--- src/sv/ffba_pkg.sv ---
package ffba_pkg;

	localparam int OP_W     = 1;
	localparam int REQ_W    = 16;
	localparam int OFF_W    = 13;
	localparam int STATUS_W = 3;

	localparam int DEF_HEAP_BYTES   = 8192;
	localparam int DEF_ALIGN_BYTES  = 8;
	localparam int DEF_HEADER_BYTES = 24;

	localparam logic [OP_W-1:0] OP_ALLOC = 1'b0;
	localparam logic [OP_W-1:0] OP_FREE  = 1'b1;

	localparam logic [STATUS_W-1:0] ST_ALLOCATED = 3'd0;
	localparam logic [STATUS_W-1:0] ST_FREED     = 3'd1;
	localparam logic [STATUS_W-1:0] ST_ZERO_SIZE = 3'd2;
	localparam logic [STATUS_W-1:0] ST_NO_FIT    = 3'd3;
	localparam logic [STATUS_W-1:0] ST_IGNORED   = 3'd4;

	typedef struct packed {
		logic [OP_W-1:0]  operation;
		logic [REQ_W-1:0] request_size;
		logic [OFF_W-1:0] free_offset;
	} ffba_cmd_t;

	typedef struct packed {
		logic [STATUS_W-1:0] status;
		logic [OFF_W-1:0]    payload_offset;
	} ffba_rsp_t;

endpackage

--- src/sv/ffba_seq.sv ---
module ffba_seq import ffba_pkg::*; #(
	parameter int HEAP_BYTES   = DEF_HEAP_BYTES,
	parameter int ALIGN_BYTES  = DEF_ALIGN_BYTES,
	parameter int HEADER_BYTES = DEF_HEADER_BYTES,
	localparam int DEPTH   = HEAP_BYTES / ALIGN_BYTES,
	localparam int IDX_W   = $clog2(DEPTH),
	localparam int SIZE_W  = $clog2(HEAP_BYTES + 1),
	localparam int ENTRY_W = SIZE_W + 1
) (
	input  logic               clk,
	input  logic               arst_n,
	input  logic               start,
	input  ffba_cmd_t          command,
	output logic               busy,
	output logic               done,
	output ffba_rsp_t          result,
	output logic               mem_we,
	output logic [IDX_W-1:0]   mem_waddr,
	output logic [ENTRY_W-1:0] mem_wdata,
	output logic [IDX_W-1:0]   mem_raddr,
	input  logic [ENTRY_W-1:0] mem_rdata
);

	localparam int ARITH_W  = (SIZE_W + 2 > 18) ? SIZE_W + 2 : 18;
	localparam int ALIGN_LG = $clog2(ALIGN_BYTES);
	localparam int LIMIT    = HEAP_BYTES / (HEADER_BYTES + ALIGN_BYTES) + 2;
	localparam int GUARD_W  = $clog2(LIMIT + 1);

	localparam logic [ARITH_W-1:0] HDR_A   = ARITH_W'(HEADER_BYTES);
	localparam logic [ARITH_W-1:0] ALIGN_A = ARITH_W'(ALIGN_BYTES);
	localparam logic [ARITH_W-1:0] HEAP_A  = ARITH_W'(HEAP_BYTES);
	localparam logic [ARITH_W-1:0] AMASK_A = ARITH_W'(ALIGN_BYTES - 1);
	localparam logic [GUARD_W-1:0] LIMIT_G = GUARD_W'(LIMIT);
	localparam logic [SIZE_W-1:0]  INIT_SZ = SIZE_W'(HEAP_BYTES - HEADER_BYTES);

	localparam logic [3:0] S_INIT   = 4'd0;
	localparam logic [3:0] S_IDLE   = 4'd1;
	localparam logic [3:0] S_AEVAL  = 4'd2;
	localparam logic [3:0] S_AHEAD  = 4'd3;
	localparam logic [3:0] S_FNEXT  = 4'd4;
	localparam logic [3:0] S_FFOUND = 4'd5;
	localparam logic [3:0] S_MISSUE = 4'd6;
	localparam logic [3:0] S_MEVAL  = 4'd7;
	localparam logic [3:0] S_PEVAL  = 4'd8;

	function automatic logic [IDX_W-1:0] idx_of(input logic [ARITH_W-1:0] pos);
		logic [ARITH_W-1:0] q;
		q = pos >> ALIGN_LG;
		if (q >= ARITH_W'(DEPTH)) begin
			q = ARITH_W'(DEPTH - 1);
		end
		return q[IDX_W-1:0];
	endfunction

	logic [3:0]         state_q, state_d;
	logic [ARITH_W-1:0] pos_q, pos_d;
	logic [ARITH_W-1:0] prev_q, prev_d;
	logic               have_prev_q, have_prev_d;
	logic [GUARD_W-1:0] guard_q, guard_d;
	logic [ARITH_W-1:0] sz_q, sz_d;
	logic [OFF_W-1:0]   target_q, target_d;
	logic [ARITH_W-1:0] abs_pos_q, abs_pos_d;
	logic [SIZE_W-1:0]  abs_size_q, abs_size_d;
	logic               phase_q, phase_d;
	logic               done_q, done_d;
	ffba_rsp_t          result_q, result_d;

	logic [SIZE_W-1:0]  rd_size;
	logic               rd_free;
	logic [ARITH_W-1:0] rd_size_a;
	logic [ARITH_W-1:0] nx_walk;
	logic [ARITH_W-1:0] nx_abs;
	logic [ARITH_W-1:0] merged;
	logic [ARITH_W-1:0] req_round;
	logic [ARITH_W-1:0] cmd_target;
	logic               merge_end;

	assign rd_size    = mem_rdata[ENTRY_W-1:1];
	assign rd_free    = mem_rdata[0];
	assign rd_size_a  = ARITH_W'(rd_size);
	assign nx_walk    = pos_q + HDR_A + rd_size_a;
	assign nx_abs     = abs_pos_q + HDR_A + ARITH_W'(abs_size_q);
	assign merged     = ARITH_W'(abs_size_q) + HDR_A + rd_size_a;
	assign req_round  = (ARITH_W'(command.request_size) + AMASK_A) & ~AMASK_A;
	assign cmd_target = ARITH_W'(command.free_offset);

	always_comb begin
		state_d     = state_q;
		pos_d       = pos_q;
		prev_d      = prev_q;
		have_prev_d = have_prev_q;
		guard_d     = guard_q;
		sz_d        = sz_q;
		target_d    = target_q;
		abs_pos_d   = abs_pos_q;
		abs_size_d  = abs_size_q;
		phase_d     = phase_q;
		done_d      = 1'b0;
		result_d    = result_q;
		mem_we      = 1'b0;
		mem_waddr   = idx_of(pos_q);
		mem_wdata   = '0;
		mem_raddr   = idx_of(pos_q);
		merge_end   = 1'b0;

		unique case (state_q)
			S_INIT: begin
				mem_we    = 1'b1;
				mem_waddr = '0;
				mem_wdata = {INIT_SZ, 1'b1};
				state_d   = S_IDLE;
			end
			S_IDLE: begin
				if (start) begin
					pos_d     = '0;
					mem_raddr = '0;
					if (command.operation == OP_ALLOC) begin
						if (command.request_size == '0) begin
							done_d   = 1'b1;
							result_d = '{status: ST_ZERO_SIZE, payload_offset: '0};
						end else begin
							sz_d    = req_round;
							guard_d = GUARD_W'(1);
							state_d = S_AEVAL;
						end
					end else begin
						target_d = command.free_offset;
						if (HDR_A == cmd_target) begin
							have_prev_d = 1'b0;
							state_d     = S_FFOUND;
						end else begin
							prev_d      = '0;
							have_prev_d = 1'b1;
							guard_d     = GUARD_W'(1);
							state_d     = S_FNEXT;
						end
					end
				end
			end
			// header at pos_q is on the read port
			S_AEVAL: begin
				if (rd_free && rd_size_a >= sz_q) begin
					mem_we = 1'b1;
					if (rd_size_a >= sz_q + HDR_A + ALIGN_A) begin
						// split: tail header first, head on the next cycle
						mem_waddr = idx_of(pos_q + HDR_A + sz_q);
						mem_wdata = {SIZE_W'(rd_size_a - sz_q - HDR_A), 1'b1};
						state_d   = S_AHEAD;
					end else begin
						mem_waddr = idx_of(pos_q);
						mem_wdata = {rd_size, 1'b0};
						done_d    = 1'b1;
						result_d  = '{status: ST_ALLOCATED,
							payload_offset: OFF_W'(pos_q + HDR_A)};
						state_d   = S_IDLE;
					end
				end else if (nx_walk < HEAP_A && guard_q < LIMIT_G) begin
					pos_d     = nx_walk;
					guard_d   = guard_q + 1'b1;
					mem_raddr = idx_of(nx_walk);
				end else begin
					done_d   = 1'b1;
					result_d = '{status: ST_NO_FIT, payload_offset: '0};
					state_d  = S_IDLE;
				end
			end
			S_AHEAD: begin
				mem_we    = 1'b1;
				mem_waddr = idx_of(pos_q);
				mem_wdata = {SIZE_W'(sz_q), 1'b0};
				done_d    = 1'b1;
				result_d  = '{status: ST_ALLOCATED, payload_offset: OFF_W'(pos_q + HDR_A)};
				state_d   = S_IDLE;
			end
			S_FNEXT: begin
				if (nx_walk < HEAP_A && guard_q < LIMIT_G) begin
					pos_d     = nx_walk;
					mem_raddr = idx_of(nx_walk);
					if (nx_walk + HDR_A == ARITH_W'(target_q)) begin
						state_d = S_FFOUND;
					end else begin
						prev_d      = nx_walk;
						have_prev_d = 1'b1;
						guard_d     = guard_q + 1'b1;
					end
				end else begin
					done_d   = 1'b1;
					result_d = '{status: ST_IGNORED, payload_offset: '0};
					state_d  = S_IDLE;
				end
			end
			S_FFOUND: begin
				if (rd_free) begin
					done_d   = 1'b1;
					result_d = '{status: ST_IGNORED, payload_offset: '0};
					state_d  = S_IDLE;
				end else begin
					mem_we     = 1'b1;
					mem_waddr  = idx_of(pos_q);
					mem_wdata  = {rd_size, 1'b1};
					abs_pos_d  = pos_q;
					abs_size_d = rd_size;
					guard_d    = '0;
					phase_d    = 1'b0;
					state_d    = S_MISSUE;
				end
			end
			S_MISSUE: begin
				if (guard_q < LIMIT_G && nx_abs < HEAP_A) begin
					guard_d   = guard_q + 1'b1;
					mem_raddr = idx_of(nx_abs);
					state_d   = S_MEVAL;
				end else begin
					merge_end = 1'b1;
				end
			end
			S_MEVAL: begin
				if (rd_free) begin
					abs_size_d = SIZE_W'(merged);
					mem_we     = 1'b1;
					mem_waddr  = idx_of(abs_pos_q);
					mem_wdata  = {SIZE_W'(merged), 1'b1};
					state_d    = S_MISSUE;
				end else begin
					merge_end = 1'b1;
				end
			end
			S_PEVAL: begin
				if (rd_free) begin
					abs_pos_d  = prev_q;
					abs_size_d = rd_size;
					guard_d    = '0;
					phase_d    = 1'b1;
					state_d    = S_MISSUE;
				end else begin
					done_d   = 1'b1;
					result_d = '{status: ST_FREED, payload_offset: '0};
					state_d  = S_IDLE;
				end
			end
			default: begin
				state_d = S_IDLE;
			end
		endcase

		// forward merge finished: check the previous block or report
		if (merge_end) begin
			if (!phase_q && have_prev_q) begin
				mem_raddr = idx_of(prev_q);
				state_d   = S_PEVAL;
			end else begin
				done_d   = 1'b1;
				result_d = '{status: ST_FREED, payload_offset: '0};
				state_d  = S_IDLE;
			end
		end
	end

	always_ff @(posedge clk or negedge arst_n) begin
		if (!arst_n) begin
			state_q <= S_INIT;
			done_q  <= 1'b0;
		end else begin
			state_q <= state_d;
			done_q  <= done_d;
		end
	end

	always_ff @(posedge clk) begin
		pos_q       <= pos_d;
		prev_q      <= prev_d;
		have_prev_q <= have_prev_d;
		guard_q     <= guard_d;
		sz_q        <= sz_d;
		target_q    <= target_d;
		abs_pos_q   <= abs_pos_d;
		abs_size_q  <= abs_size_d;
		phase_q     <= phase_d;
		result_q    <= result_d;
	end

	assign busy   = (state_q != S_IDLE);
	assign done   = done_q;
	assign result = result_q;

endmodule

--- config.mk ---
export PLATFORM = sky130hd
export DESIGN_NAME = ffba_seq
export DESIGN_NICKNAME = d
export VERILOG_FILES = /design/src/sv/ffba_pkg.sv /design/src/sv/ffba_seq.sv
export SDC_FILE = /design/constraint.sdc
export NUM_CORES = 1
export LEC_CHECK = 0
export BUFFER_PORTS_ARGS = -buffer_cell sky130_fd_sc_hd__buf_4
export CORE_MARGIN = 3
export CORE_UTILIZATION = 30
export CTS_BUF_LIST = sky130_fd_sc_hd__clkbuf_16
export DETAILED_ROUTE_END_ITERATION = 8
export GPL_TIMING_DRIVEN = 0
export SETUP_SLACK_MARGIN = 0.4
export SLEW_MARGIN = 20
export SYNTH_ARGS = -nofsm -noshare
export SYNTH_HDL_FRONTEND = slang
export SYNTH_SLANG_ARGS = --single-unit
--- constraint.sdc ---
create_clock -name clk -period 10.95 [get_ports clk]
set_input_delay 1.6425 -clock clk [delete_from_list [all_inputs] [get_ports clk]]
set_output_delay 1.6425 -clock clk [all_outputs]
set_load 0.01 [all_outputs]
### Word level (Yosys, flattened, before mapping)

Cells that the tools add are included.

* flip-flop bits (word level): 127
* output and inout bits: 54
* word-level logic and storage cells: 195

* add/subtract/negate cells: 14
* $lt $le $gt $ge: 11
* eq/ne operators: 30
* muxes and demuxes: 103
* bitwise gates (word level): 2
* reduce and logical (&&, ||, !) cells: 22

Operators by type and width (number)
* $mux 18: 10
* $mux 16: 11
* $mux 10: 15
* $mux 9: 11
* $pmux 16 s6: 1
* $ge 15x11->1 const B: 6
* $pmux 15 s5: 1
* $pmux 18 s2: 2
* $mux 15: 4
* $add 18x5->18 const B: 3
* $pmux 18 s3: 1
* $pmux 9 s6: 1
* $mux 4: 11
* $mux 14: 3
* $pmux 14 s3: 1
* $pmux 10 s4: 1
* $add 18x14->18: 2
* $lt 18x14->1 const B: 2
* $pmux 10 s3: 1
* $pmux 4 s7: 1
* $ne 2x2->1 const B: 11
* $mux 1: 20
* $add 17x5->18 const B: 1
* $add 18x17->18: 1
* 38 further kinds: 61

### Depth between registers and ports, before layout

Gate-level depths: netlist of the first run.

* depth in word-level cells: 9
* gate-level depth with buffers: 18
* gate-level depth less buffers: 16

### Least setup slack after synthesis of the first run

OpenSTA, ideal clock, no wires.

* path kind: in2out
* from: input port mem_rdata[9]
* to: output port mem_raddr[8]
* data arrival time: 4.641 ns
* path slack: 4.667 ns
* cell stages on the path: 12
* path buffers: 1
* cells stage by stage: ha_1 buf_4 and3_1 a221oi_2 o21ai_1 o21ai_0 xor2_1 o211ai_1 nor2_1 nor2_1 o21bai_2 o221ai_1

* word-level cells in the longest chain between the ends: 8

Ends and longest elaborated chain
* start, declared: line ffba_seq.sv:21 `input logic [ENTRY_W-1:0] mem_rdata`
* $add 18x14->18: line ffba_seq.sv:81 `assign nx_walk = pos_q + HDR_A + rd_size_a;`
* $ge 15x11->1 or $lt 18x14->1 (tied branches): line ffba_seq.sv:49, ffba_seq.sv:157, ffba_seq.sv:176
* $mux 10 or $logic_and 1x1->1 (tied branches): line ffba_seq.sv:49, ffba_seq.sv:157, ffba_seq.sv:176
* $mux 10: line ffba_seq.sv:176 `if (nx_walk < HEAP_A && guard_q < LIMIT_G) begin`
* $mux 10: line ffba_seq.sv:142 `if (rd_free && rd_size_a >= sz_q) begin`
* $pmux 10 s4 (*): line ffba_seq.sv:106 `unique case (state_q)`
* $mux 10: line ffba_seq.sv:248 `if (!phase_q && have_prev_q) begin`
* $mux 10 (*): line ffba_seq.sv:247 `if (merge_end) begin`
* end, declared: line ffba_seq.sv:20 `output logic [IDX_W-1:0] mem_raddr,`

Every way passes the cells marked *; elsewhere a longest branch is shown, timed or not.

### Worst setup path in the final report of the first run

* from: register pos_q[3]
* to: output port mem_raddr[8]

* word-level cells in the longest chain between the ends: 9

Ends and longest elaborated chain
* start, declared: line ffba_seq.sv:56 `logic [ARITH_W-1:0] pos_q, pos_d;`
* start signal, assigned: line ffba_seq.sv:270 `pos_q <= pos_d;`
* $add 18x5->18
* $add 18x14->18: line ffba_seq.sv:81
* $ge 15x11->1 or $lt 18x14->1 (tied branches): line ffba_seq.sv:49, ffba_seq.sv:157, ffba_seq.sv:176
* $mux 10 or $logic_and 1x1->1 (tied branches): line ffba_seq.sv:49, ffba_seq.sv:157, ffba_seq.sv:176
* $mux 10: line ffba_seq.sv:176
* $mux 10: line ffba_seq.sv:142
* $pmux 10 s4 (*): line ffba_seq.sv:106
* $mux 10: line ffba_seq.sv:248
* $mux 10 (*): line ffba_seq.sv:247

Marked as above.

==> results of run 1 <==
[worst paths after layout]
path / endpoint / slack (ps) / cells past startpoint
max: mem_raddr[8] / 2370 / 17
min: result[11] / 480 / 1
max reg2reg: guard_q[6] / 3820 / 16
min reg2reg: result[11] / 480 / 1
max in group asynchronous: state_q[3] / 9830 / 1
min in group asynchronous: done / 1000 / 1
[where the power goes]
group	internal, W	total [W]	switching (W)
combinational	0.00106	0.00282	0.00176
sequential	0.000697	0.000822	0.000126
clock	0.000320	0.000576	0.000256
[cell families (layout without fill, tap and decap cells)]
group                    after synthesis  in the layout  synth area share [%]
multiplexers                          21             21                  1.92
adder cells (fa/ha/maj)              128            128                  13.8
XOR/XNOR                             108            108                  8.17
buffers and inverters                148            286                  4.74
AND/OR/NAND/NOR                      448            448                  18.8
AO/OA/AOI/OAI                        382            382                  22.1
flip-flops                           127            127                  30.4
[through the flow]
step / utilization, % / total power, W
after detailed placement: 34.4 / 0.00360
final: 35.9 / 0.00422
after global routing: 35.9 / 0.00450
after CTS: 35.9 / 0.00419
after global placement: 34.3 / 0.00354
after floorplan: - / 0.00261
[registers in the layout, indices dropped and copies added, names as in the netlist]
register	cells
sz_q	14
pos_q	18
abs_pos_q	18
done	1
state_q	4
phase_q	1
result	16
abs_size_q	14
target_q	13
guard_q	9
have_prev_q	1
prev_q	18
[worst max-delay path, cell delays in order, from the launching register on]
cell and delay [ps]:
edfxtp_1 580, inv_1 240, ha_1 320, nand3b_1 210, xnor2_1 510, ha_1 340
buf_2 170, a21o_1 180, a221oi_2 400, o21ai_1 250, o21ai_0 240, xor2_1 670
o211ai_1 290, nor2_1 690, nor2_1 290, o21bai_2 510, o221ai_1 340, buf_4 230
[placed cells by master, fill, tap and decap left out, types with 15 or more instances in the layout]
master     count
ha_1         122
nor2_1       121
nand2_1      107
edfxtp_1     106
buf_4        105
inv_1         97
o21ai_0       93
a21oi_1       68
xnor2_1       61
xor2_1        45
clkbuf_1      40
nor3_1        36
a21o_1        33
nand3_1       26
o211ai_1      21
and3_1        20
nand4_1       19
nor4_1        17
clkbuf_16     17
nand2b_1      16
dfxtp_1       16
mux2_2        15
[final cells by class]
| type | count | share of cell area [%] |
|---|---|---|
| inverter | 98 | 2.63 |
| buffer | 50 | 1.41 |
| tap | 518 | 4.64 |
| timing repair buffer | 106 | 5.75 |
| clock buffer | 17 | 3.04 |
| clock inverter | 15 | 1.07 |
| multi-input combinational | 1087 | 55.5 |
| sequential | 127 | 26.0 |
[layer usage]
layer / vias up / share of wire (%)
met5: - / 0.031
met4: 2 / 3.7
met3: 84 / 7.3
met2: 420 / 45
met1: 5411 / 44
li1: 5308 / -
==> impl_metrics.tcl, run 1 <==
set metrics [dict create \
    status "complete, no violations" \
    min_period_ps 8580 \
    finalClockSkew_ps 18.5 \
    clk_latency_ps 450 \
    syn_to_final_growth_pct 17.2 \
    core_area_um2 38900 \
    grtUsageMet3_pct 3.42 \
    p_per_area_nw_per_um2 302 \
    r2r-start "pos_q[3]" \
    grt_max_degree 20 \
    dp_hpwl_um 33900 \
    antenna_found_initial 1 \
    start_util_pct 30.6 \
    post_cts.repair.setup_buffers 0 \
    grt_pass1_vias 10700 \
    grt_use_total_pct 19.8 \
    viasPerCell 5.56 \
    regArea_um2 3630 \
    gp_congestion 0.960 \
    cts-resized-gates 0 \
    timing.final.ws_setup_ps 2370 \
    hold_class "reg -> reg" \
    slew_headroom_pct 31.9 \
    fillerInstances 4037 \
    finalSetupViolCount 0 \
    ios 102 \
    grtUsageMet1_pct 26.7 \
    grt.overflow.total 0 \
    drive_above_1_share_pct 13.6 \
    synth-edff-count 106 \
    stdcell_count 2018 \
    cts_inserted_buffers 17 \
    syn_area_per_cell_um2 8.75 \
    seq_area_frac_synth_pct 30.4 \
    yosysUniqueCellTypes 95 \
    port_buffers 101 \
    fin_area_um2 14000 \
    finalHoldViolations 0 \
    final.period_utilization_pct 78.4 \
    final_nets 1663 \
    drtIter0Drc 1035 \
    worstPathMaxFanout 10 \
    busiest_layer "met2" \
    cts_tree "yes" \
    cts_sinks 127 \
    synth_area_um2 11900 \
    first_pass_iters 5 \
    ctsHoldBuffers 0 \
    htree_levels 4 \
    synth_top_cell_by_area "edfxtp_1" \
    maxCapViolCount 0 \
    ant_nets 0 \
    dieArea_um2 42200 \
    critPathLaunch "pos_q[3]" \
    synth-main-ff-cell "edfxtp_1" \
    grt_pass1_wl_um 63500 \
    holdWs_ps 482 \
    yosys_warnings 0 \
    die_x_um 205 \
    antennaDiodeCount 0 \
    vias 11200 \
    synth_top_area_share_pct 26.7 \
    syn-num-nets 1538 \
    cp.required_ps 9310 \
    placed_cells 1986 \
    ys_ff_latch 127 \
    ys_top_cells_by_count "ha_1 (122), nor2_1 (121), nand2_1 (107), edfxtp_1 (106), inv_1 (97)" \
    placed_cell_area_um2 13400 \
    fin_setup_tns_ps 0 \
    cts_buffer_depth 2 \
    startpoint_type "flop" \
    clk_pin_slew_ps 70 \
    die_h_um 205 \
    synth.most_common_cell "ha_1" \
    grt_use_met2_pct 31.6 \
    rows 72 \
    synth_area_leaders "edfxtp_1 (27%), ha_1 (13%), xnor2_1 (4.5%)" \
    clock-root-buffer "clkbuf_16" \
    worst_pin_slew_ps 1020 \
    routed_wl_um 41800 \
    endpoint_kind "output port" \
    grt_setup_unrepaired "false" \
    crit_arrival_ps 6940 \
    synthCells 1362 \
    min-delay-start "result[11]" \
    place_ws_ps 2960 \
    leakage_nw 5.71 \
    vdd_ir_drop_max_mv 0.130 \
    drc 0 \
    multi_input_area_um2 7750 \
    async_flop_share_pct 3.94 \
    wire_per_inst_um 20.7 \
    clock.fmax_ghz 0.116 \
    drv_slew 0 \
    critPathKind "reg -> out" \
]
Note: power is estimated with default switching activity, not from simulation.
==> run 2, diff against run 1 <==
==> constraint.sdc (replaced) <==
create_clock -name clk -period 7.1 [get_ports clk]
set_input_delay 1.065 -clock clk [delete_from_list [all_inputs] [get_ports clk]]
set_output_delay 1.065 -clock clk [all_outputs]
set_load 0.01 [all_outputs]
==> run 2 against run 1 <==
Effect of this change:
- first-iteration DRC count shrank 3.4%
- routed wire length grew 0.20%
- sequential power grew 55%
- critical path type unchanged
- largest power group unchanged
==> impl_metrics.tcl, run 2 (same netlist as run 1, synthesis figures left out) <==
set metrics [dict create \
    antennaDiodeCount 0 \
    status "complete, no violations" \
    drtIter0Drc 1000 \
    syn_to_final_growth_pct 18.3 \
    r2r-start "pos_q[3]" \
    grt_pass1_vias 10700 \
    cts_inserted_buffers 17 \
    cts_tree "yes" \
    maxCapViolCount 0 \
    endpoint_kind "output port" \
    fillerInstances 4027 \
    place_ws_ps -313 \
    layout_common_cells "ha_1 (122), nor2_1 (119), buf_4 (112)" \
    startpoint_type "flop" \
    grt_pass1_wl_um 63600 \
    final.period_utilization_pct 90.3 \
    clk_latency_ps 440 \
    viasPerCell 5.56 \
    clk_pin_slew_ps 70 \
    first_pass_iters 5 \
    critPathKind "reg -> out" \
    ios 102 \
    vias 11300 \
    cp_top_family "compound AO/OA/AOI/OAI gates" \
    layout_commonest_cell "ha_1" \
    finalSetupViolCount 0 \
    cts_buffer_depth 2 \
    clock.fmax_ghz 0.156 \
    cp.required_ps 6030 \
    final_nets 1671 \
    hold_class "in -> async" \
    drc 0 \
    p_per_area_nw_per_um2 468 \
    slew_headroom_pct 32.4 \
    vdd_ir_drop_max_mv 0.200 \
    grt_setup_unrepaired "false" \
    finalPower_w 0.00660 \
    dieArea_um2 42200 \
    regArea_um2 3630 \
    drive_above_1_share_pct 14.6 \
    leakage_nw 5.76 \
    rows 72 \
    antenna_found_initial 1 \
    gp_congestion 0.960 \
    worstPathMaxFanout 8 \
    wire_per_inst_um 20.7 \
    die_h_um 205 \
    largestRegisters "abs_pos_q (18), pos_q (18), prev_q (18)" \
    multi_input_area_um2 7830 \
    finalHoldViolations 0 \
    start_util_pct 30.6 \
    grt_max_degree 20 \
    clock-root-buffer "clkbuf_16" \
    core_area_um2 38900 \
    ant_nets 0 \
    ctsHoldBuffers 0 \
    finalClockSkew_ps 17.3 \
    die_x_um 205 \
    crit_path_max_incr_delay_ps 500 \
    cp_slowest_cell "edfxtp_1" \
    timing.final.ws_setup_ps 685 \
    worstPathCellList "inv_1, ha_1, nand3b_1, xnor2_2, ha_1, buf_2, a21o_1, a221oi_2, o21ai_1, xnor2_2, and3_1, nand4_1, nor3_1, a31oi_1, o22a_1, o221ai_1, buf_4" \
    worst_pin_slew_ps 1010 \
    min_period_ps 6410 \
    drv_slew 0 \
    grt_use_total_pct 19.8 \
    critPathLaunch "pos_q[3]" \
    crit_arrival_ps 5350 \
    cts_sinks 127 \
    routed_wl_um 41900 \
    port_buffers 101 \
    final_util_pct 36.2 \
    htree_levels 4 \
    cp_num_buf_inv 3 \
    dp_hpwl_um 33900 \
    grt.overflow.total 0 \
]
==> run 2: cell types whose count changed in the layout (fill, tap and decap cells not counted), sizes merged <==
cell,change
o21bai,+1
buf,+7
==> run 2: final timing paths <==
path,endpoint,cells after the start,slack [ps]
max in group asynchronous,state_q[3],1,6550
worst min register to register,result[11],1,480
worst max-delay path,mem_raddr[8],17,690
min in group clk,result[11],1,480
worst max register to register,guard_q[3],17,960
worst min-delay path,done,1,430
==> run 2: per-layer routing <==
layer  up-vias  global-route usage (%)  share of wire [%]
li1       5325                       -                  -
met1      5399                    26.8                 44
met2       444                    31.6                 45
met3        94                    3.23                7.2
met4         2                    7.57                3.8
met5         -                       0              0.031
==> run 2: layout make-up <==
class	count	share of cell area (%)
buffer	50	1.40
clock buffer	17	3.02
clock inverter	15	1.06
inverter	98	2.61
multi-input combinational	1088	55.5
sequential	127	25.7
tap	518	4.60
timing repair buffer	113	6.07
==> run 2: power breakdown <==
| group | leakage (nW) | internal (W) | switching, W |
|---|---|---|---|
| Combinational | 4.30 | 0.00169 | 0.00275 |
| Sequential | 1.19 | 0.00107 | 0.000195 |
| Clock | 0.276 | 0.000493 | 0.000395 |
| Total | 5.76 | 0.00326 | 0.00334 |
==> run 2: repair_timing <==
item / in CTS / in global routing
setup buffers: 1 / 6
resized for setup: 8 / 5
gates cloned: 0 / 1
pin swaps: 1 / 2
endpoints found under the setup margin: 19 / 10
==> run 2: per-stage QoR <==
stage,hold slack [ps],cells,instance area (um2),TNS (ps)
4_1_cts,413,2019,14000,0
6_report,426,2026,14100,0
2_1_floorplan,504,1362,11900,0
5_1_grt,417,2026,14100,0
3_3_place_gp,468,1981,13300,-1480
3_5_place_dp,461,1986,13400,-2160
